==> config.mk <==
export PLATFORM = sky130hd
export DESIGN_NAME = cc20_front
export DESIGN_NICKNAME = d
export VERILOG_FILES = /design/src/design/chacha20_stream_cipher_assert.svh /design/src/design/cc20_pkg.sv /design/src/design/cc20_front.sv
export SDC_FILE = /design/constraint.sdc
export NUM_CORES = 1
export LEC_CHECK = 0
export BUFFER_PORTS_ARGS = -buffer_cell sky130_fd_sc_hd__clkbuf_2
export CORE_MARGIN = 2
export CORE_UTILIZATION = 44
export DETAILED_ROUTE_END_ITERATION = 12
export HOLD_SLACK_MARGIN = 0.08
export PLACE_DENSITY = 0.89
export SLEW_MARGIN = 20
export SYNTH_ARGS = -nofsm -noshare
export SYNTH_HDL_FRONTEND = slang
export SYNTH_SLANG_ARGS = --single-unit
==> constraint.sdc <==
create_clock -name clk -period 2.05 [get_ports clk]
set_input_delay 0.205 -clock clk [delete_from_list [all_inputs] [get_ports clk]]
set_output_delay 0.205 -clock clk [all_outputs]
set_load 0.01 [all_outputs]
==> src/design/chacha20_stream_cipher_assert.svh <==
// Assertion macros used by the chacha20_stream_cipher RTL.
// Expects clk and rst_n in the including module; no other dependencies.
`ifndef CHACHA20_STREAM_CIPHER_ASSERT_SVH
`define CHACHA20_STREAM_CIPHER_ASSERT_SVH

`ifndef SYNTHESIS
`define CC20_ASSERT_IMP(label, a, b) \
    label: assert property (@(posedge clk) disable iff (!rst_n) (a) |-> (b)) \
        else $error("%m: assertion failed");
`define CC20_ASSERT_NEXT(label, a, b) \
    label: assert property (@(posedge clk) disable iff (!rst_n) (a) |=> (b)) \
        else $error("%m: assertion failed");
`else
`define CC20_ASSERT_IMP(label, a, b)
`define CC20_ASSERT_NEXT(label, a, b)
`endif

`endif

==> src/design/cc20_pkg.sv <==
// Shared types, constants and block-function helpers for chacha20_stream_cipher.
// No dependencies.
`default_nettype none

package cc20_pkg;

    localparam int DOUBLE_ROUNDS_DEF = 10;
    localparam int QUEUE_DEPTH       = 4;
    localparam int CHUNKS            = 8;
    localparam int CFG_IDX_W         = 3;

    localparam logic [CFG_IDX_W-1:0] REG_KEY0     = 3'd0;
    localparam logic [CFG_IDX_W-1:0] REG_KEY1     = 3'd1;
    localparam logic [CFG_IDX_W-1:0] REG_KEY2     = 3'd2;
    localparam logic [CFG_IDX_W-1:0] REG_KEY3     = 3'd3;
    localparam logic [CFG_IDX_W-1:0] REG_NONCE_LO = 3'd4;
    localparam logic [CFG_IDX_W-1:0] REG_NONCE_HI = 3'd5;
    localparam logic [CFG_IDX_W-1:0] REG_INIT_CTR = 3'd6;

    localparam logic [31:0] SIGMA0 = 32'h61707865;
    localparam logic [31:0] SIGMA1 = 32'h3320646e;
    localparam logic [31:0] SIGMA2 = 32'h79622d32;
    localparam logic [31:0] SIGMA3 = 32'h6b206574;

    localparam int QR_IDX [8][4] = '{
        '{0, 4, 8, 12}, '{1, 5, 9, 13}, '{2, 6, 10, 14}, '{3, 7, 11, 15},
        '{0, 5, 10, 15}, '{1, 6, 11, 12}, '{2, 7, 8, 13}, '{3, 4, 9, 14}
    };

    typedef logic [31:0] word_t;
    typedef logic [15:0][31:0] state_t;

    typedef struct packed {
        logic [63:0] data;
        logic [3:0]  count;
        logic        need;
        logic [31:0] ctr;
        logic [2:0]  offset;
    } chunk_t;

    typedef struct packed {
        logic [255:0] key;
        logic [95:0]  nonce;
    } cfg_t;

    typedef struct packed {
        logic busy;
        logic done;
    } core_stat_t;

    function automatic word_t rotl(input word_t v, input int n);
        return (v << n) | (v >> (32 - n));
    endfunction

    function automatic logic [3:0][31:0] quarter(input word_t a, input word_t b,
                                                 input word_t c, input word_t d);
        word_t ta;
        word_t tb;
        word_t tc;
        word_t td;
        ta = a;
        tb = b;
        tc = c;
        td = d;
        ta = ta + tb; td = rotl(td ^ ta, 16);
        tc = tc + td; tb = rotl(tb ^ tc, 12);
        ta = ta + tb; td = rotl(td ^ ta, 8);
        tc = tc + td; tb = rotl(tb ^ tc, 7);
        return {td, tc, tb, ta};
    endfunction

    function automatic state_t double_round(input state_t w);
        state_t s;
        logic [3:0][31:0] q;
        s = w;
        for (int i = 0; i < 8; i++)
        begin
            q = quarter(s[QR_IDX[i][0]], s[QR_IDX[i][1]], s[QR_IDX[i][2]], s[QR_IDX[i][3]]);
            s[QR_IDX[i][0]] = q[0];
            s[QR_IDX[i][1]] = q[1];
            s[QR_IDX[i][2]] = q[2];
            s[QR_IDX[i][3]] = q[3];
        end
        return s;
    endfunction

    function automatic state_t init_state(input cfg_t cfg, input logic [31:0] ctr);
        state_t s;
        s[0] = SIGMA0;
        s[1] = SIGMA1;
        s[2] = SIGMA2;
        s[3] = SIGMA3;
        for (int j = 0; j < 8; j++)
        begin
            s[4 + j] = cfg.key[32 * j +: 32];
        end
        s[12] = ctr;
        s[13] = cfg.nonce[31:0];
        s[14] = cfg.nonce[63:32];
        s[15] = cfg.nonce[95:64];
        return s;
    endfunction

endpackage

`default_nettype wire

==> src/design/cc20_front.sv <==
// Front end: accepts chunks, tracks block counter and chunk offset, tags block requests.
// Depends on cc20_pkg.
`default_nettype none

module cc20_front (
    input  wire logic               clk,
    input  wire logic               rst_n,
    input  wire logic               s_tvalid,
    output logic                    s_tready,
    input  wire logic [63:0]        data_in,
    input  wire logic [3:0]         byte_count,
    input  wire logic               first_of_message,
    input  wire logic               restart_counter,
    input  wire logic [31:0]        init_ctr,
    input  wire logic               q_full,
    output logic                    push,
    output cc20_pkg::chunk_t        entry
);

    logic [31:0] ctr_reg, ctr_next;
    logic [2:0]  ofs_reg, ofs_next;
    logic        ready_reg, ready_next;
    logic [31:0] ctr_eff;
    logic        need;

    assign s_tready = !q_full;
    assign push     = s_tvalid && !q_full;
    assign ctr_eff  = restart_counter ? init_ctr : ctr_reg;
    assign need     = first_of_message || !ready_reg;

    always_comb
    begin
        entry.data   = data_in;
        entry.count  = byte_count;
        entry.need   = need;
        entry.ctr    = ctr_eff;
        entry.offset = need ? 3'd0 : ofs_reg;
        ctr_next     = need ? ctr_eff + 32'd1 : ctr_eff;
        ofs_next     = entry.offset + 3'd1;
        ready_next   = (entry.offset != 3'd7);
    end

    always_ff @(posedge clk or negedge rst_n)
    begin
        if (!rst_n)
        begin
            ctr_reg   <= '0;
            ofs_reg   <= '0;
            ready_reg <= 1'b0;
        end
        else if (push)
        begin
            ctr_reg   <= ctr_next;
            ofs_reg   <= ofs_next;
            ready_reg <= ready_next;
        end
    end

endmodule

`default_nettype wire

==> metrics.txt <==
ratio of cells with drive above 1 in the final layout 0.370; CTS H-Tree Depth 2; Min Hold Slack a little under 0.4 ns; Post-synth EDFFs 0; dominant cells by area after synthesis dfrtp_1 26%, buf_4 16%, mux2_2 7.2%, nand2_1 5.3%, nand3_1 3.4%; DIE WIDTH 92.2 um; DRT antenna net count 0; routed vias 3231; Startpoint Class flip-flop; Lkg Pwr between 1.5 and 2 nW; grt total ovfl 0; global-route wire length before repair 14700 um; number of global-route vias before repair ~3100; CP Capture Type flip-flop; Rows 32; Filler Cell Count 730; Setup Crit Path Kind reg2reg; Post-Syn Nets 511; worst-margin pin slew 0.440 ns; unrepaired setup endpoints after global routing true; worst skew pair latency approximately 0.3 ns; peak supply drop about 0.00042 V; antenna violations before repair 0; Root Driver clkbuf_8; total power draw between 2 and 2.5 mW; Longest Clk Path Bufs 2; status completed; Worst Skew 0.0136 ns; First-pass DRT Iterations 4; largest net degree at the start of global routing 28; Die Y 92.2 um; port buffer count 75; MaxCap Viol Count 0; critical path peak fanout 4; Top Ports approximately 210; post-synth top area share 0.263; max reg flops 32; Critical Path AT approximately 2.2 ns; DR vias/cell 5.95; PwrDens a little over 600 nW/um^2; Synthesis Warnings 0; placed insts 524; Syn-to-layout area delta 10.8%; Critical Path RT ~2.2 ns; Synth Register Bits 36; # DRC 0; final setup violation count 0; cell taking the most area after synthesis dfrtp_1; final layout net count 549; Syn Area/Cell approximately 8.5 sq um; RePlAce Congestion 0.968; Clock Pin Slew Worst Setup and Hold Paths around 0.08 ns; floorplan core area 7610 sq um; Synth cell types 57; fmax 491 MHz; Hold Path Class in2async; die area 8490 sq um; final number of max-transition violations 0; final hold violation count 0; top post-synthesis cells by count 71 x buf_4, 48 x nand2_1, 36 x dfrtp_1; register area share after synthesis 0.263; Routed WL per cell 17.2 um; # clock sinks 36; Non-Filler Instances around 540; Rel. slew slack 0.699; Netlist Area Pre-Place roughly 3400 sq um; HPWL after detailed placement 6990 um; CTS tree yes; total CTS buffers 5; Total Routed Length 9320 um; crit share post-route 0.994; Iteration-0 DRC Markers 185; initial core utilization 0.450; Post-Synthesis Cells 402; Tmin final a little over 2 ns; multi-input logic area 1880 sq um; most frequent cell after synthesis buf_4; Most used DFF post-synth dfrtp_1; ys async rst share 1.00; Ant. Diodes 0; register area 901 sq um; total track usage 0.212
## report_power, final
part           total (mW)  leakage (nW)  switching (mW)  internal (mW)
registers           0.961         0.444           0.125          0.836
clock network       0.540        0.0510           0.272          0.268
logic               0.844          1.31           0.459          0.384
## what timing repair did
item / 4_1_cts / 5_1_grt
gates resized for setup: 0 / 7
hold buffers: 1 / 0
setup buffers: 0 / 10
endpoints found under the hold margin: 15 / 0
setup endpoints to repair: 0 / 4
## stage by stage
step,utilization,instance area [sq um],TNS (ns),worst slack [ns]
detailed placement,0.469,3570,-0.247,-0.106
floorplan,-,3430,0,0.00264
finish,0.498,3790,0,0.0126
CTS,0.483,3670,0,0.0771
global placement,0.469,3570,-0.0311,-0.0311
global route,0.498,3790,-0.237,-0.109
## critical path, cell delays in order (launching register included)
cell and delay [ns]:
dfrtp_1 0.37, mux2i_2 0.10, inv_1 0.11, ha_2 0.19, inv_2 0.05, a211oi_4 0.25, nand4_1 0.20, buf_4 0.20
nor4_1 0.34, o31ai_1 0.12
## layout make-up
cell class	count	share of cell area
Inverter	14	0.0139
Clock buffer	6	0.0218
Clock inverter	2	0.00264
Multi-Input combinational cell	265	0.496
Tap cell	102	0.0337
Timing Repair Buffer	118	0.195
Sequential cell	36	0.238
## routing by layer
layer / global-route usage / share of wire / wire length (um) / vias to the layer above
met5: 0 / 0 / 0 / -
met2: 0.358 / 0.50 / 4640 / 173
li1: - / - / - / 1458
met1: 0.262 / 0.39 / 3670 / 1560
met3: 0.0394 / 0.082 / 765 / 40
met4: 0.0970 / 0.026 / 243 / 0
## path summary, 6_finish.rpt
| path | slack, ns | cells after the start | end | startpoint |
|---|---|---|---|---|
| min | 0.39 | 2 | ctr_reg[20] | rst_n |
| max reg2reg | 0.01 | 9 | ctr_reg[30] | ctr_reg[1] |
| min in group clk | 0.39 | 5 | ctr_reg[7] | init_ctr[6] |
| max in group asynchronous | 0.99 | 3 | ctr_reg[3] | rst_n |
| max | 0.01 | 9 | ctr_reg[30] | ctr_reg[1] |
| min reg2reg | 0.48 | 2 | ofs_reg[2] | ofs_reg[2] |
## cell families after synthesis
kind of cell / after synthesis / share of synthesized area
fa+ha+maj: 3 / 0.0110
buf+inv: 101 / 0.197
compound gates: 71 / 0.147
xor+xnor: 15 / 0.0384
simple gates: 144 / 0.241
flops: 36 / 0.263
mux: 32 / 0.102
## layout by cell type, fill, tap and decap left out, drive strengths merged, types with 6 or more instances in the layout
master,n
o21ai,20
clkbuf,81
nor2,10
nand2,48
xnor2,10
a21oi,14
nand4,15
dfrtp,36
and2,6
nand4b,7
nand3b,6
mux2,22
o31ai,10
nand3,24
mux2i,10
inv,13
buf,42
Note: power is estimated with default switching activity, not from simulation.
