### config.mk
export PLATFORM = sky130hd
export DESIGN_NAME = cc20_fifo
export DESIGN_NICKNAME = d
export VERILOG_FILES = /design/src/design/chacha20_stream_cipher_assert.svh /design/src/design/cc20_pkg.sv /design/src/design/cc20_fifo.sv
export SDC_FILE = /design/constraint.sdc
export NUM_CORES = 1
export LEC_CHECK = 0
export BUFFER_PORTS_ARGS = -buffer_cell sky130_fd_sc_hd__buf_2
export CAP_MARGIN = 0
export CORE_UTILIZATION = 59
export CTS_BUF_LIST = sky130_fd_sc_hd__clkbuf_8
export DETAILED_ROUTE_END_ITERATION = 8
export GPL_TIMING_DRIVEN = 0
export PLACE_DENSITY_LB_ADDON = 0.3
export SYNTH_ARGS = -nofsm -noshare
export SYNTH_HDL_FRONTEND = slang
export SYNTH_SLANG_ARGS = --single-unit
export TNS_END_PERCENT = 5
### constraint.sdc
create_clock -name clk -period 4.28 [get_ports clk]
set_clock_uncertainty 0.15 [all_clocks]
set_input_delay 0.856 -clock clk [delete_from_list [all_inputs] [get_ports clk]]
set_output_delay 0.856 -clock clk [all_outputs]
set_load 0.01 [all_outputs]
### src/design/chacha20_stream_cipher_assert.svh
// Assertion macros used by the chacha20_stream_cipher RTL.
// Expects clk and rst_n in the including module; no other dependencies.
`ifndef CHACHA20_STREAM_CIPHER_ASSERT_SVH
`define CHACHA20_STREAM_CIPHER_ASSERT_SVH

`ifndef SYNTHESIS
`define CC20_ASSERT_IMP(label, a, b) \
    label: assert property (@(posedge clk) disable iff (!rst_n) (a) |-> (b)) \
        else $error("%m: assertion failed");
`define CC20_ASSERT_NEXT(label, a, b) \
    label: assert property (@(posedge clk) disable iff (!rst_n) (a) |=> (b)) \
        else $error("%m: assertion failed");
`else
`define CC20_ASSERT_IMP(label, a, b)
`define CC20_ASSERT_NEXT(label, a, b)
`endif

`endif

### src/design/cc20_pkg.sv
// Shared types, constants and block-function helpers for chacha20_stream_cipher.
// No dependencies.
`default_nettype none

package cc20_pkg;

    localparam int DOUBLE_ROUNDS_DEF = 10;
    localparam int QUEUE_DEPTH       = 4;
    localparam int CHUNKS            = 8;
    localparam int CFG_IDX_W         = 3;

    localparam logic [CFG_IDX_W-1:0] REG_KEY0     = 3'd0;
    localparam logic [CFG_IDX_W-1:0] REG_KEY1     = 3'd1;
    localparam logic [CFG_IDX_W-1:0] REG_KEY2     = 3'd2;
    localparam logic [CFG_IDX_W-1:0] REG_KEY3     = 3'd3;
    localparam logic [CFG_IDX_W-1:0] REG_NONCE_LO = 3'd4;
    localparam logic [CFG_IDX_W-1:0] REG_NONCE_HI = 3'd5;
    localparam logic [CFG_IDX_W-1:0] REG_INIT_CTR = 3'd6;

    localparam logic [31:0] SIGMA0 = 32'h61707865;
    localparam logic [31:0] SIGMA1 = 32'h3320646e;
    localparam logic [31:0] SIGMA2 = 32'h79622d32;
    localparam logic [31:0] SIGMA3 = 32'h6b206574;

    localparam int QR_IDX [8][4] = '{
        '{0, 4, 8, 12}, '{1, 5, 9, 13}, '{2, 6, 10, 14}, '{3, 7, 11, 15},
        '{0, 5, 10, 15}, '{1, 6, 11, 12}, '{2, 7, 8, 13}, '{3, 4, 9, 14}
    };

    typedef logic [31:0] word_t;
    typedef logic [15:0][31:0] state_t;

    typedef struct packed {
        logic [63:0] data;
        logic [3:0]  count;
        logic        need;
        logic [31:0] ctr;
        logic [2:0]  offset;
    } chunk_t;

    typedef struct packed {
        logic [255:0] key;
        logic [95:0]  nonce;
    } cfg_t;

    typedef struct packed {
        logic busy;
        logic done;
    } core_stat_t;

    function automatic word_t rotl(input word_t v, input int n);
        return (v << n) | (v >> (32 - n));
    endfunction

    function automatic logic [3:0][31:0] quarter(input word_t a, input word_t b,
                                                 input word_t c, input word_t d);
        word_t ta;
        word_t tb;
        word_t tc;
        word_t td;
        ta = a;
        tb = b;
        tc = c;
        td = d;
        ta = ta + tb; td = rotl(td ^ ta, 16);
        tc = tc + td; tb = rotl(tb ^ tc, 12);
        ta = ta + tb; td = rotl(td ^ ta, 8);
        tc = tc + td; tb = rotl(tb ^ tc, 7);
        return {td, tc, tb, ta};
    endfunction

    function automatic state_t double_round(input state_t w);
        state_t s;
        logic [3:0][31:0] q;
        s = w;
        for (int i = 0; i < 8; i++)
        begin
            q = quarter(s[QR_IDX[i][0]], s[QR_IDX[i][1]], s[QR_IDX[i][2]], s[QR_IDX[i][3]]);
            s[QR_IDX[i][0]] = q[0];
            s[QR_IDX[i][1]] = q[1];
            s[QR_IDX[i][2]] = q[2];
            s[QR_IDX[i][3]] = q[3];
        end
        return s;
    endfunction

    function automatic state_t init_state(input cfg_t cfg, input logic [31:0] ctr);
        state_t s;
        s[0] = SIGMA0;
        s[1] = SIGMA1;
        s[2] = SIGMA2;
        s[3] = SIGMA3;
        for (int j = 0; j < 8; j++)
        begin
            s[4 + j] = cfg.key[32 * j +: 32];
        end
        s[12] = ctr;
        s[13] = cfg.nonce[31:0];
        s[14] = cfg.nonce[63:32];
        s[15] = cfg.nonce[95:64];
        return s;
    endfunction

endpackage

`default_nettype wire

### src/design/cc20_fifo.sv
// Short queue of classified chunks between front and back end.
// Depends on cc20_pkg.
`default_nettype none

module cc20_fifo (
    input  wire logic               clk,
    input  wire logic               rst_n,
    input  wire logic               push,
    input  wire cc20_pkg::chunk_t   wr_entry,
    output logic                    full,
    output logic                    q_valid,
    input  wire logic               pop,
    output cc20_pkg::chunk_t        head
);

    localparam int DEPTH = cc20_pkg::QUEUE_DEPTH;
    localparam int PTR_W = $clog2(DEPTH);
    localparam int CNT_W = $clog2(DEPTH + 1);

    cc20_pkg::chunk_t mem_reg [DEPTH];
    logic [PTR_W-1:0] wr_ptr_reg, rd_ptr_reg;
    logic [CNT_W-1:0] count_reg;

    assign full    = (count_reg == CNT_W'(DEPTH));
    assign q_valid = (count_reg != '0);
    assign head    = mem_reg[rd_ptr_reg];

    always_ff @(posedge clk)
    begin
        if (push)
        begin
            mem_reg[wr_ptr_reg] <= wr_entry;
        end
    end

    always_ff @(posedge clk or negedge rst_n)
    begin
        if (!rst_n)
        begin
            wr_ptr_reg <= '0;
            rd_ptr_reg <= '0;
            count_reg  <= '0;
        end
        else
        begin
            if (push)
            begin
                wr_ptr_reg <= (wr_ptr_reg == PTR_W'(DEPTH - 1)) ? '0 : wr_ptr_reg + 1'b1;
            end
            if (pop)
            begin
                rd_ptr_reg <= (rd_ptr_reg == PTR_W'(DEPTH - 1)) ? '0 : rd_ptr_reg + 1'b1;
            end
            if (push && !pop)
            begin
                count_reg <= count_reg + 1'b1;
            end
            else if (pop && !push)
            begin
                count_reg <= count_reg - 1'b1;
            end
        end
    end

endmodule

`default_nettype wire

==> results of run 1 <==
cells in the final DEF, fill, tap and decap left out, types with 4 or more instances in the layout:
cell type / n
edfxtp_1: 416
and2_4: 4
inv_1: 25
dfrtp_1: 7
clkinv_2: 6
mux4_2: 104
buf_8: 4
clkinv_1: 13
ha_1: 6
clkbuf_8: 70
clkbuf_1: 4
buf_16: 4
buf_2: 226
per-layer routing:
metal  vias to the layer above  part of all wire  track usage
li1                       3092                 -            -
met1                      3606              0.39        0.260
met5                         -            0.0021            0
met2                       279              0.50        0.335
met3                        47             0.097       0.0754
met4                         8             0.015       0.0661
cell families after synthesis:
kind of cell	after synthesis	share of synthesized area
adders and majority gates	7	0.00617
DFF	423	0.822
buffers and inverters	28	0.0120
xor gates and xnor gates	3	0.00170
muxes	107	0.154
and+or+nand+nor	11	0.00373
AOI/OAI and AO/OA	2	0.000649
cell usage after synthesis, drive strengths merged (2+ instances only):
library cell / n / share of area
and2: 4 / 0.0016
buf: 20 / 0.010
clkbuf: 4 / 0.00097
dfrtp: 7 / 0.011
edfxtp: 416 / 0.81
ha: 6 / 0.0049
inv: 4 / 0.00097
mux2: 3 / 0.0022
mux4: 104 / 0.15
nand2: 2 / 0.00049
nor2: 3 / 0.00073
o21ai: 2 / 0.00065
xor2: 2 / 0.0011
critical path, delay by kind of cell (launching register included):
| kind | cells | cell delay, ns |
|---|---|---|
| buf+inv | 4 | 1.00 |
| flops | 1 | 0.35 |
| mux | 1 | 0.36 |
area by class of cell:
| class | instances | area [sq um] | area share |
|---|---|---|---|
| clock inverter | 43 | 203 | 0.0111 |
| inverter | 4 | 15.0 | 0.000825 |
| timing repair buffer | 218 | 1190 | 0.0652 |
| sequential | 423 | 12700 | 0.696 |
| clock buffer | 70 | 963 | 0.0529 |
| buffer | 24 | 170 | 0.00935 |
| multi-input combinational | 130 | 2570 | 0.141 |
| tap | 330 | 413 | 0.0227 |
| antenna | 3 | 7.51 | 0.000412 |
how the worst max path moves through the flow:
stage | cells after the start | to
3_5_place_dp | 5 | head[80]
6_report | 5 | head[80]
3_3_place_gp | 2 | mem_reg[1][74]$_DFFE_PP_
5_1_grt | 5 | head[44]
4_1_cts | 5 | head[80]
2_1_floorplan | 1 | mem_reg[2][0]$_DFFE_PP_
through the flow:
stage / instances / setup WS (ns)
2_1_floorplan: 581 / 0.402
3_3_place_gp: 1124 / -1.33
3_5_place_dp: 1128 / 1.51
4_1_cts: 1242 / 0.913
5_1_grt: 1242 / 0.855
6_report: 1245 / 1.02
power breakdown:
part / leakage (nW) / internal (mW) / switching (mW)
sequential: 3.90 / 5.31 / 0.154
combinational: 1.77 / 1.66 / 1.87
clock: 0.673 / 1.56 / 1.42
total: 6.35 / 8.53 / 3.44
what timing repair did:
| item | in CTS | in global routing |
|---|---|---|
| setup endpoints to repair | 0 | 0 |
| hold buffers | 1 | 0 |
| hold endpoints to repair | 7 | 0 |
==> impl_metrics.py, run 1 <==
metrics = {
    "run_status": {
        "status": "completed",
    },
    "power_and_ir_drop": {
        "power_leakage_nw": 6.35,
        "fin_total_pwr_mw": 12.0,
        "powerDensity_nw_per_um2": 658,
        "ir_drop_mv": 0.430,
    },
    "routing": {
        "post_drt_via_cell_ratio": 5.65,
        "wire_per_inst_um": 21.6,
        "routed_wl_mm": 26.9,
        "vias": 7032,
        "ant_nets": 0,
        "drc": 0,
        "drt_pass1_iterations": 5,
        "first_iter_violations": 547,
    },
    "setup_path": {
        "reg2reg_to": "mem_reg[2][59]$_DFFE_PP_",
        "crit_start": "rd_ptr_reg[1]$_DFFE_PN0P_",
        "crit_fanout": 10,
        "arrival_ns": 2.26,
        "cp_common_cell": "buf_2",
        "reg2reg_depth": 4,
        "cp.required_ns": 3.27,
        "crit_path_end_kind": "output port",
        "r2r_slack_ns": 2.04,
        "path_class": "reg2out",
        "crit_chain": "buf_2, buf_2, buf_2, mux4_2, buf_2",
        "cp_slowest_cell": "mux4_2",
        "reg2reg_from": "wr_ptr_reg[0]$_DFFE_PN0P_",
        "max_stage_delay_ns": 0.36,
        "cp-start-kind": "flop",
    },
    "clock_tree": {
        "clk_latency_ns": 0.54,
        "cts_root_buffer": "clkbuf_8",
        "numCtsBuffers": 66,
        "cts_tree": "built",
        "cts_setup_buffers": 0,
        "ctsResizeCount": 0,
        "cts_num_sinks": 423,
        "clkTransAtPathRegs_ns": 0.05,
        "htreeDepth": 3,
        "max-clock-path-buffers": 3,
    },
    "timing": {
        "final_hold_viol_count": 0,
        "max_freq_mhz": 306,
        "holdWs_ns": 0.344,
        "rsz0062_at_grt": "no",
        "worst_pin_slew_ns": 0.762,
        "min_period_over_period": 0.762,
        "tns_ns": 0,
        "drv_slew": 0,
        "relSlewSlack": 0.492,
        "setup-violations-final": 0,
        "layout_min_cycle_time_ns": 3.26,
    },
    "logic_synthesis": {
        "async_reset_ff_frac": 0.0165,
        "syn-num-nets": 696,
        "syn_inst": 581,
        "synth_cell_type_count": 20,
        "ys_warn_count": 0,
        "netlist_area_sq_um": 15400,
        "synthFlopType": "edfxtp_1",
        "synth.ff_latch_count": 423,
        "ys_seq_area_frac": 0.822,
        "synth-edff-count": 416,
        "synth.avg_cell_area_sq_um": 26.5,
    },
    "final_layout": {
        "layout.nets": 982,
        "largest_reg_flops": 416,
        "syn2layout_area_growth_pct": 18.0,
        "drive_gt1_frac": 0.468,
        "nFillCells": 1462,
        "final_core_util": 0.717,
        "final_design_area_no_fill_sq_um": 18200,
    },
    "flow_run": {
        "maxCapViolations": 0,
    },
    "floorplan": {
        "io_pins": 214,
        "die_height_um": 164,
        "rows": 58,
        "core_area_sq_um": 25400,
        "fp.dieW_um": 164,
        "initial_core_util": 0.607,
        "die_area_sq_um": 26800,
    },
    "grt": {
        "grtUsageTotal": 0.206,
        "grt_pass1_wl_mm": 40.4,
        "grt_antenna_before_repair": 5,
        "grt_max_degree": 61,
        "overflow": 0,
        "grt_pass1_vias": 7525,
    },
    "placed_design": {
        "dp_hpwl_mm": 17.0,
        "numPortBuffers": 213,
        "dpl_cell_area_sq_um": 17000,
        "gp_congestion": 0.729,
    },
    "min_path": {
        "min_to": "count_reg[2]$_DFFE_PN0P_",
        "worstHoldStart": "count_reg[2]$_DFFE_PN0P_",
        "whs_path_depth": 1,
        "min-delay-path-class": "reg2reg",
    },
}
Power figures use the tool's default switching activity.
==> run 2, diff against run 1 <==
Settings changed: CORE_UTILIZATION 59 to 53.
Clock period 4.28 ns to 2.9 ns, I/O delays scaled along.
==> run 2 against run 1 <==
Die area is 11% higher. Critical path type unchanged. Critical path depth stayed put. Clock-buffer cell count is the same. Combinational power up 59%. First-iteration DRC count decreased by 11%. Global-route usage shrank 1.0 points. Worst hold slack got worse by 0.26 ns.
==> impl_metrics.py, run 2 (synthesized netlist as in run 1, its figures left out) <==
metrics = {
    "run_status": {
        "status": "completed",
    },
    "timing": {
        "final_hold_viol_count": 0,
        "worst_pin_slew_ns": 0.806,
        "tns_ns": 0,
        "rsz0062_at_grt": "yes",
        "max_freq_mhz": 353,
        "layout_min_cycle_time_ns": 2.83,
        "drv_slew": 0,
        "setup-violations-final": 0,
        "relSlewSlack": 0.463,
        "min_period_over_period": 0.976,
    },
    "placed_design": {
        "numPortBuffers": 213,
        "dp_hpwl_mm": 17.7,
        "gp_congestion": 0.787,
        "dp_cells": 1184,
    },
    "final_layout": {
        "stdcell_count": 1303,
        "final_core_util": 0.648,
        "final_cell_mix": "416 x edfxtp_1, 199 x buf_2, 104 x mux4_2",
        "nFillCells": 1878,
        "layout.nets": 988,
        "syn2layout_area_growth_pct": 20.3,
        "layout_commonest_cell": "edfxtp_1",
        "drive_gt1_frac": 0.479,
        "largest_reg_flops": 416,
        "regArea_sq_um": 12700,
        "multi_input_area_sq_um": 2570,
    },
    "routing": {
        "vias": 7103,
        "drt_pass1_iterations": 5,
        "drc": 0,
        "wire_per_inst_um": 21.6,
        "ant_nets": 0,
        "first_iter_violations": 485,
        "post_drt_via_cell_ratio": 5.45,
        "routed_wl_mm": 28.2,
    },
    "setup_path": {
        "crit_cells": 5,
        "crit_path_end_kind": "output port",
        "cp-start-kind": "flop",
        "worst-path-buf-inv": 4,
        "crit_fanout": 10,
        "crit_family": "buffers and inverters",
        "path_class": "reg2out",
        "arrival_ns": 2.10,
        "cp_slowest_cell": "mux4_2",
        "cp_common_cell": "buf_12",
        "max_stage_delay_ns": 0.50,
        "reg2reg_depth": 4,
        "cp.required_ns": 2.17,
        "crit_chain": "buf_8, buf_12, buf_12, mux4_2, buf_2",
    },
    "grt": {
        "grt_pass1_wl_mm": 43.8,
        "gr-usage-met1": 0.242,
        "grt-busiest-layer": "met2",
        "overflow": 0,
        "grt_antenna_before_repair": 6,
        "grt_max_degree": 59,
        "grt_pass1_vias": 7824,
        "met2_usage": 0.326,
        "grtUsageTotal": 0.196,
        "grt_use_met3": 0.0646,
    },
    "power_and_ir_drop": {
        "combPwrFrac": 0.307,
        "switching_power_mw": 5.22,
        "ir_drop_mv": 0.629,
        "fin_total_pwr_mw": 18.2,
        "powerDensity_nw_per_um2": 983,
        "swShare": 0.286,
        "seqPwrFrac": 0.443,
        "p_int_mw": 13.0,
        "power_leakage_nw": 6.46,
        "p_clk_frac": 0.250,
    },
    "clock_tree": {
        "htreeDepth": 3,
        "clk_latency_ns": 0.55,
        "clkTransAtPathRegs_ns": 0.06,
        "numCtsBuffers": 68,
        "cts_num_sinks": 423,
        "cts_root_buffer": "clkbuf_8",
        "cts_tree": "built",
        "max-clock-path-buffers": 3,
    },
    "flow_run": {
        "maxCapViolations": 0,
    },
    "floorplan": {
        "fp.dieW_um": 173,
        "die_height_um": 173,
        "core_area_sq_um": 28600,
        "die_area_sq_um": 29800,
        "rows": 62,
        "initial_core_util": 0.539,
        "io_pins": 214,
    },
    "min_path": {
        "min-delay-path-class": "in2reg",
        "whs_path_depth": 1,
    },
}
run 2: per-layer routing:
| metal | part of all wire | vias up | routed length (um) |
|---|---|---|---|
| met4 | 0.020 | 8 | 571 |
| met3 | 0.087 | 59 | 2440 |
| met2 | 0.50 | 252 | 14200 |
| met1 | 0.39 | 3682 | 11000 |
| li1 | - | 3102 | - |
| met5 | 0.0015 | - | 43 |
run 2: timing repair:
item,in CTS,in global routing
resized for setup,20,18
endpoints found under the setup margin,89,52
hold buffers,1,0
setup buffers,2,0
endpoints found under the hold margin,7,0
run 2: worst paths after layout:
path | slack (ns) | startpoint | to
setup / recovery | 0.07 | rd_ptr_reg[0]$_DFFE_PN0P_ | head[75]
hold / removal | 0.08 | wr_entry[16] | mem_reg[0][16]$_DFFE_PP_
setup reg to reg | 0.62 | wr_ptr_reg[0]$_DFFE_PN0P_ | mem_reg[0][65]$_DFFE_PP_
hold reg to reg | 0.34 | count_reg[2]$_DFFE_PN0P_ | count_reg[2]$_DFFE_PN0P_
max in group asynchronous | 2.18 | rst_n | rd_ptr_reg[1]$_DFFE_PN0P_
min in group asynchronous | 0.25 | rst_n | wr_ptr_reg[0]$_DFFE_PN0P_
run 2: power groups by stage:
stage	Combinational (mW)	Sequential [mW]	Clock, mW
6_report	5.60	8.06	4.56
3_5_place_dp	5.41	8.20	0
2_1_floorplan	3.41	8.19	0
4_1_cts	5.54	8.08	4.70
5_1_grt	5.99	8.14	4.96
3_3_place_gp	5.18	8.29	0
run 2: area by class of cell:
class                           instances  share of cell area
Antenna cell                            4            0.000540
Buffer                                 24              0.0126
Clock buffer                           70              0.0520
Clock inverter                         42              0.0130
Inverter                                4            0.000810
Multi-Input combinational cell        130               0.139
Sequential cell                       423               0.683
Tap cell                              384              0.0259
Timing Repair Buffer                  222              0.0731
run 2: through the flow:
stage | cell area, sq um | worst slack [ns] | hold slack [ns]
floorplan | 15400 | -0.743 | 0.134
global placement | 17000 | -2.60 | 0.263
detailed placement | 17100 | 0.361 | 0.282
CTS | 18400 | -0.00794 | 0.0386
global route | 18500 | -0.0358 | 0.0450
finish | 18500 | 0.0704 | 0.0803
==> run 3, diff against run 2 <==
Settings changed: MAX_ROUTING_LAYER set to met4.
==> run 3 against run 2 <==
Sequential power about the same. Via count up 0.28%. Register-to-register slack about the same. Clock power about the same. Critical endpoint is now head[84]. Cell count up 0.31%. Combinational power about the same. Highest routed layer is now met4.
==> impl_metrics.py, run 3 (synthesized netlist as in run 1, its figures left out) <==
metrics = {
    "timing": {
        "worst_pin_slew_ns": 0.810,
        "layout_min_cycle_time_ns": 2.83,
        "setup-violations-final": 0,
        "min_period_over_period": 0.977,
        "setup_slack_ns": 0.0659,
        "max_freq_mhz": 353,
        "drv_slew": 0,
        "final_hold_viol_count": 0,
        "relSlewSlack": 0.460,
        "rsz0062_at_grt": "yes",
    },
    "power_and_ir_drop": {
        "powerDensity_nw_per_um2": 983,
        "fin_total_pwr_mw": 18.2,
        "power_leakage_nw": 6.46,
        "ir_drop_mv": 0.629,
    },
    "clock_tree": {
        "clk_latency_ns": 0.55,
        "clkTransAtPathRegs_ns": 0.06,
        "max-clock-path-buffers": 3,
        "numCtsBuffers": 68,
        "cts_root_buffer": "clkbuf_8",
        "cts_num_sinks": 423,
        "htreeDepth": 3,
        "cts_tree": "built",
    },
    "grt": {
        "grt-busiest-layer": "met2",
        "met2_usage": 0.327,
        "grt_pass1_wl_mm": 43.7,
        "grtUsageTotal": 0.202,
        "grt_pass1_vias": 7839,
        "gr-usage-met1": 0.244,
        "grt_max_degree": 59,
        "grt_use_met3": 0.0607,
        "grt_antenna_before_repair": 6,
        "overflow": 0,
    },
    "placed_design": {
        "numPortBuffers": 213,
        "dp_hpwl_mm": 17.7,
        "dpl_worst_slack_ns": 0.361,
        "dp_cells": 1184,
        "gp_congestion": 0.798,
        "dpl_cell_area_sq_um": 17100,
    },
    "routing": {
        "ant_nets": 0,
        "drt_pass1_iterations": 4,
        "wire_per_inst_um": 21.7,
        "first_iter_violations": 467,
        "routed_wl_mm": 28.3,
        "vias": 7123,
        "drc": 0,
        "post_drt_via_cell_ratio": 5.45,
    },
    "floorplan": {
        "initial_core_util": 0.539,
        "die_area_sq_um": 29800,
        "core_area_sq_um": 28600,
        "die_height_um": 173,
        "fp.dieW_um": 173,
        "rows": 62,
        "io_pins": 214,
    },
    "setup_path": {
        "arrival_ns": 2.10,
        "cp.required_ns": 2.17,
        "crit_path_end_kind": "output port",
        "path_class": "reg2out",
        "cp-start-kind": "flop",
        "crit_fanout": 10,
    },
    "min_path": {
        "min-delay-path-class": "in2reg",
    },
    "run_status": {
        "status": "completed",
    },
    "final_layout": {
        "largest_reg_flops": 416,
        "syn2layout_area_growth_pct": 20.3,
        "final_core_util": 0.648,
        "stdcell_count": 1307,
        "drive_gt1_frac": 0.479,
        "final_cell_mix": "416 x edfxtp_1, 199 x buf_2, 104 x mux4_2",
        "nFillCells": 1877,
        "layout.nets": 988,
        "final_design_area_no_fill_sq_um": 18600,
        "layout_commonest_cell": "edfxtp_1",
    },
    "flow_run": {
        "maxCapViolations": 0,
    },
}
## run 3: changes by cell type in the layout (fill, tap and decap cells not counted)
cell,before,now
diode_2,4,8
## run 3: cell type report
type | count | area (sq um) | area share
clock buffer | 70 | 963 | 0.0519
inverter | 4 | 15.0 | 0.000809
sequential | 423 | 12700 | 0.683
timing repair buffer | 222 | 1360 | 0.0731
clock inverter | 42 | 240 | 0.0129
tap | 384 | 480 | 0.0259
multi-input combinational | 130 | 2570 | 0.139
antenna | 8 | 20.0 | 0.00108
buffer | 24 | 234 | 0.0126
## run 3: metrics by stage
| step | hold slack (ns) | setup TNS [ns] |
|---|---|---|
| floorplan | 0.134 | -224.06 |
| global placement | 0.263 | -864.48 |
| detailed placement | 0.282 | 0 |
| CTS | 0.0386 | -0.0104 |
| global route | 0.0451 | -0.633 |
| finish | 0.0749 | 0 |
## run 3: final timing paths
| kind | startpoint | to | slack [ns] | depth (start not counted) |
|---|---|---|---|---|
| max | rd_ptr_reg[0]$_DFFE_PN0P_ | head[84] | 0.07 | 5 |
| min | wr_entry[16] | mem_reg[0][16]$_DFFE_PP_ | 0.07 | 1 |
| max reg2reg | wr_ptr_reg[0]$_DFFE_PN0P_ | mem_reg[0][65]$_DFFE_PP_ | 0.62 | 4 |
| min reg2reg | count_reg[2]$_DFFE_PN0P_ | count_reg[2]$_DFFE_PN0P_ | 0.34 | 1 |
| max in group asynchronous | rst_n | rd_ptr_reg[1]$_DFFE_PN0P_ | 2.18 | 2 |
| min in group asynchronous | rst_n | wr_ptr_reg[0]$_DFFE_PN0P_ | 0.25 | 2 |
## run 3: timing repair
item	in CTS	in global routing
gates resized for setup	20	18
setup endpoints to repair	89	52
setup buffers	2	0
hold endpoints to repair	7	0
hold buffers	1	0
## run 3: power by group
group,total [mW],internal [mW],switching [mW]
registers,8.06,7.83,0.228
logic,5.61,2.75,2.86
clock network,4.56,2.42,2.15
## run 3: routing by layer
layer,vias up,part of all wire,wire [um]
met4,0,0.019,533
met5,-,0,0
met2,268,0.51,14300
li1,3111,-,-
met3,47,0.086,2450
met1,3697,0.39,11000
## run 3: worst max-delay path, stage by stage (launching register included)
cell and delay [ns]:
dfrtp_1 0.37, buf_8 0.18, buf_12 0.16, buf_8 0.16, mux4_2 0.52, buf_2 0.16
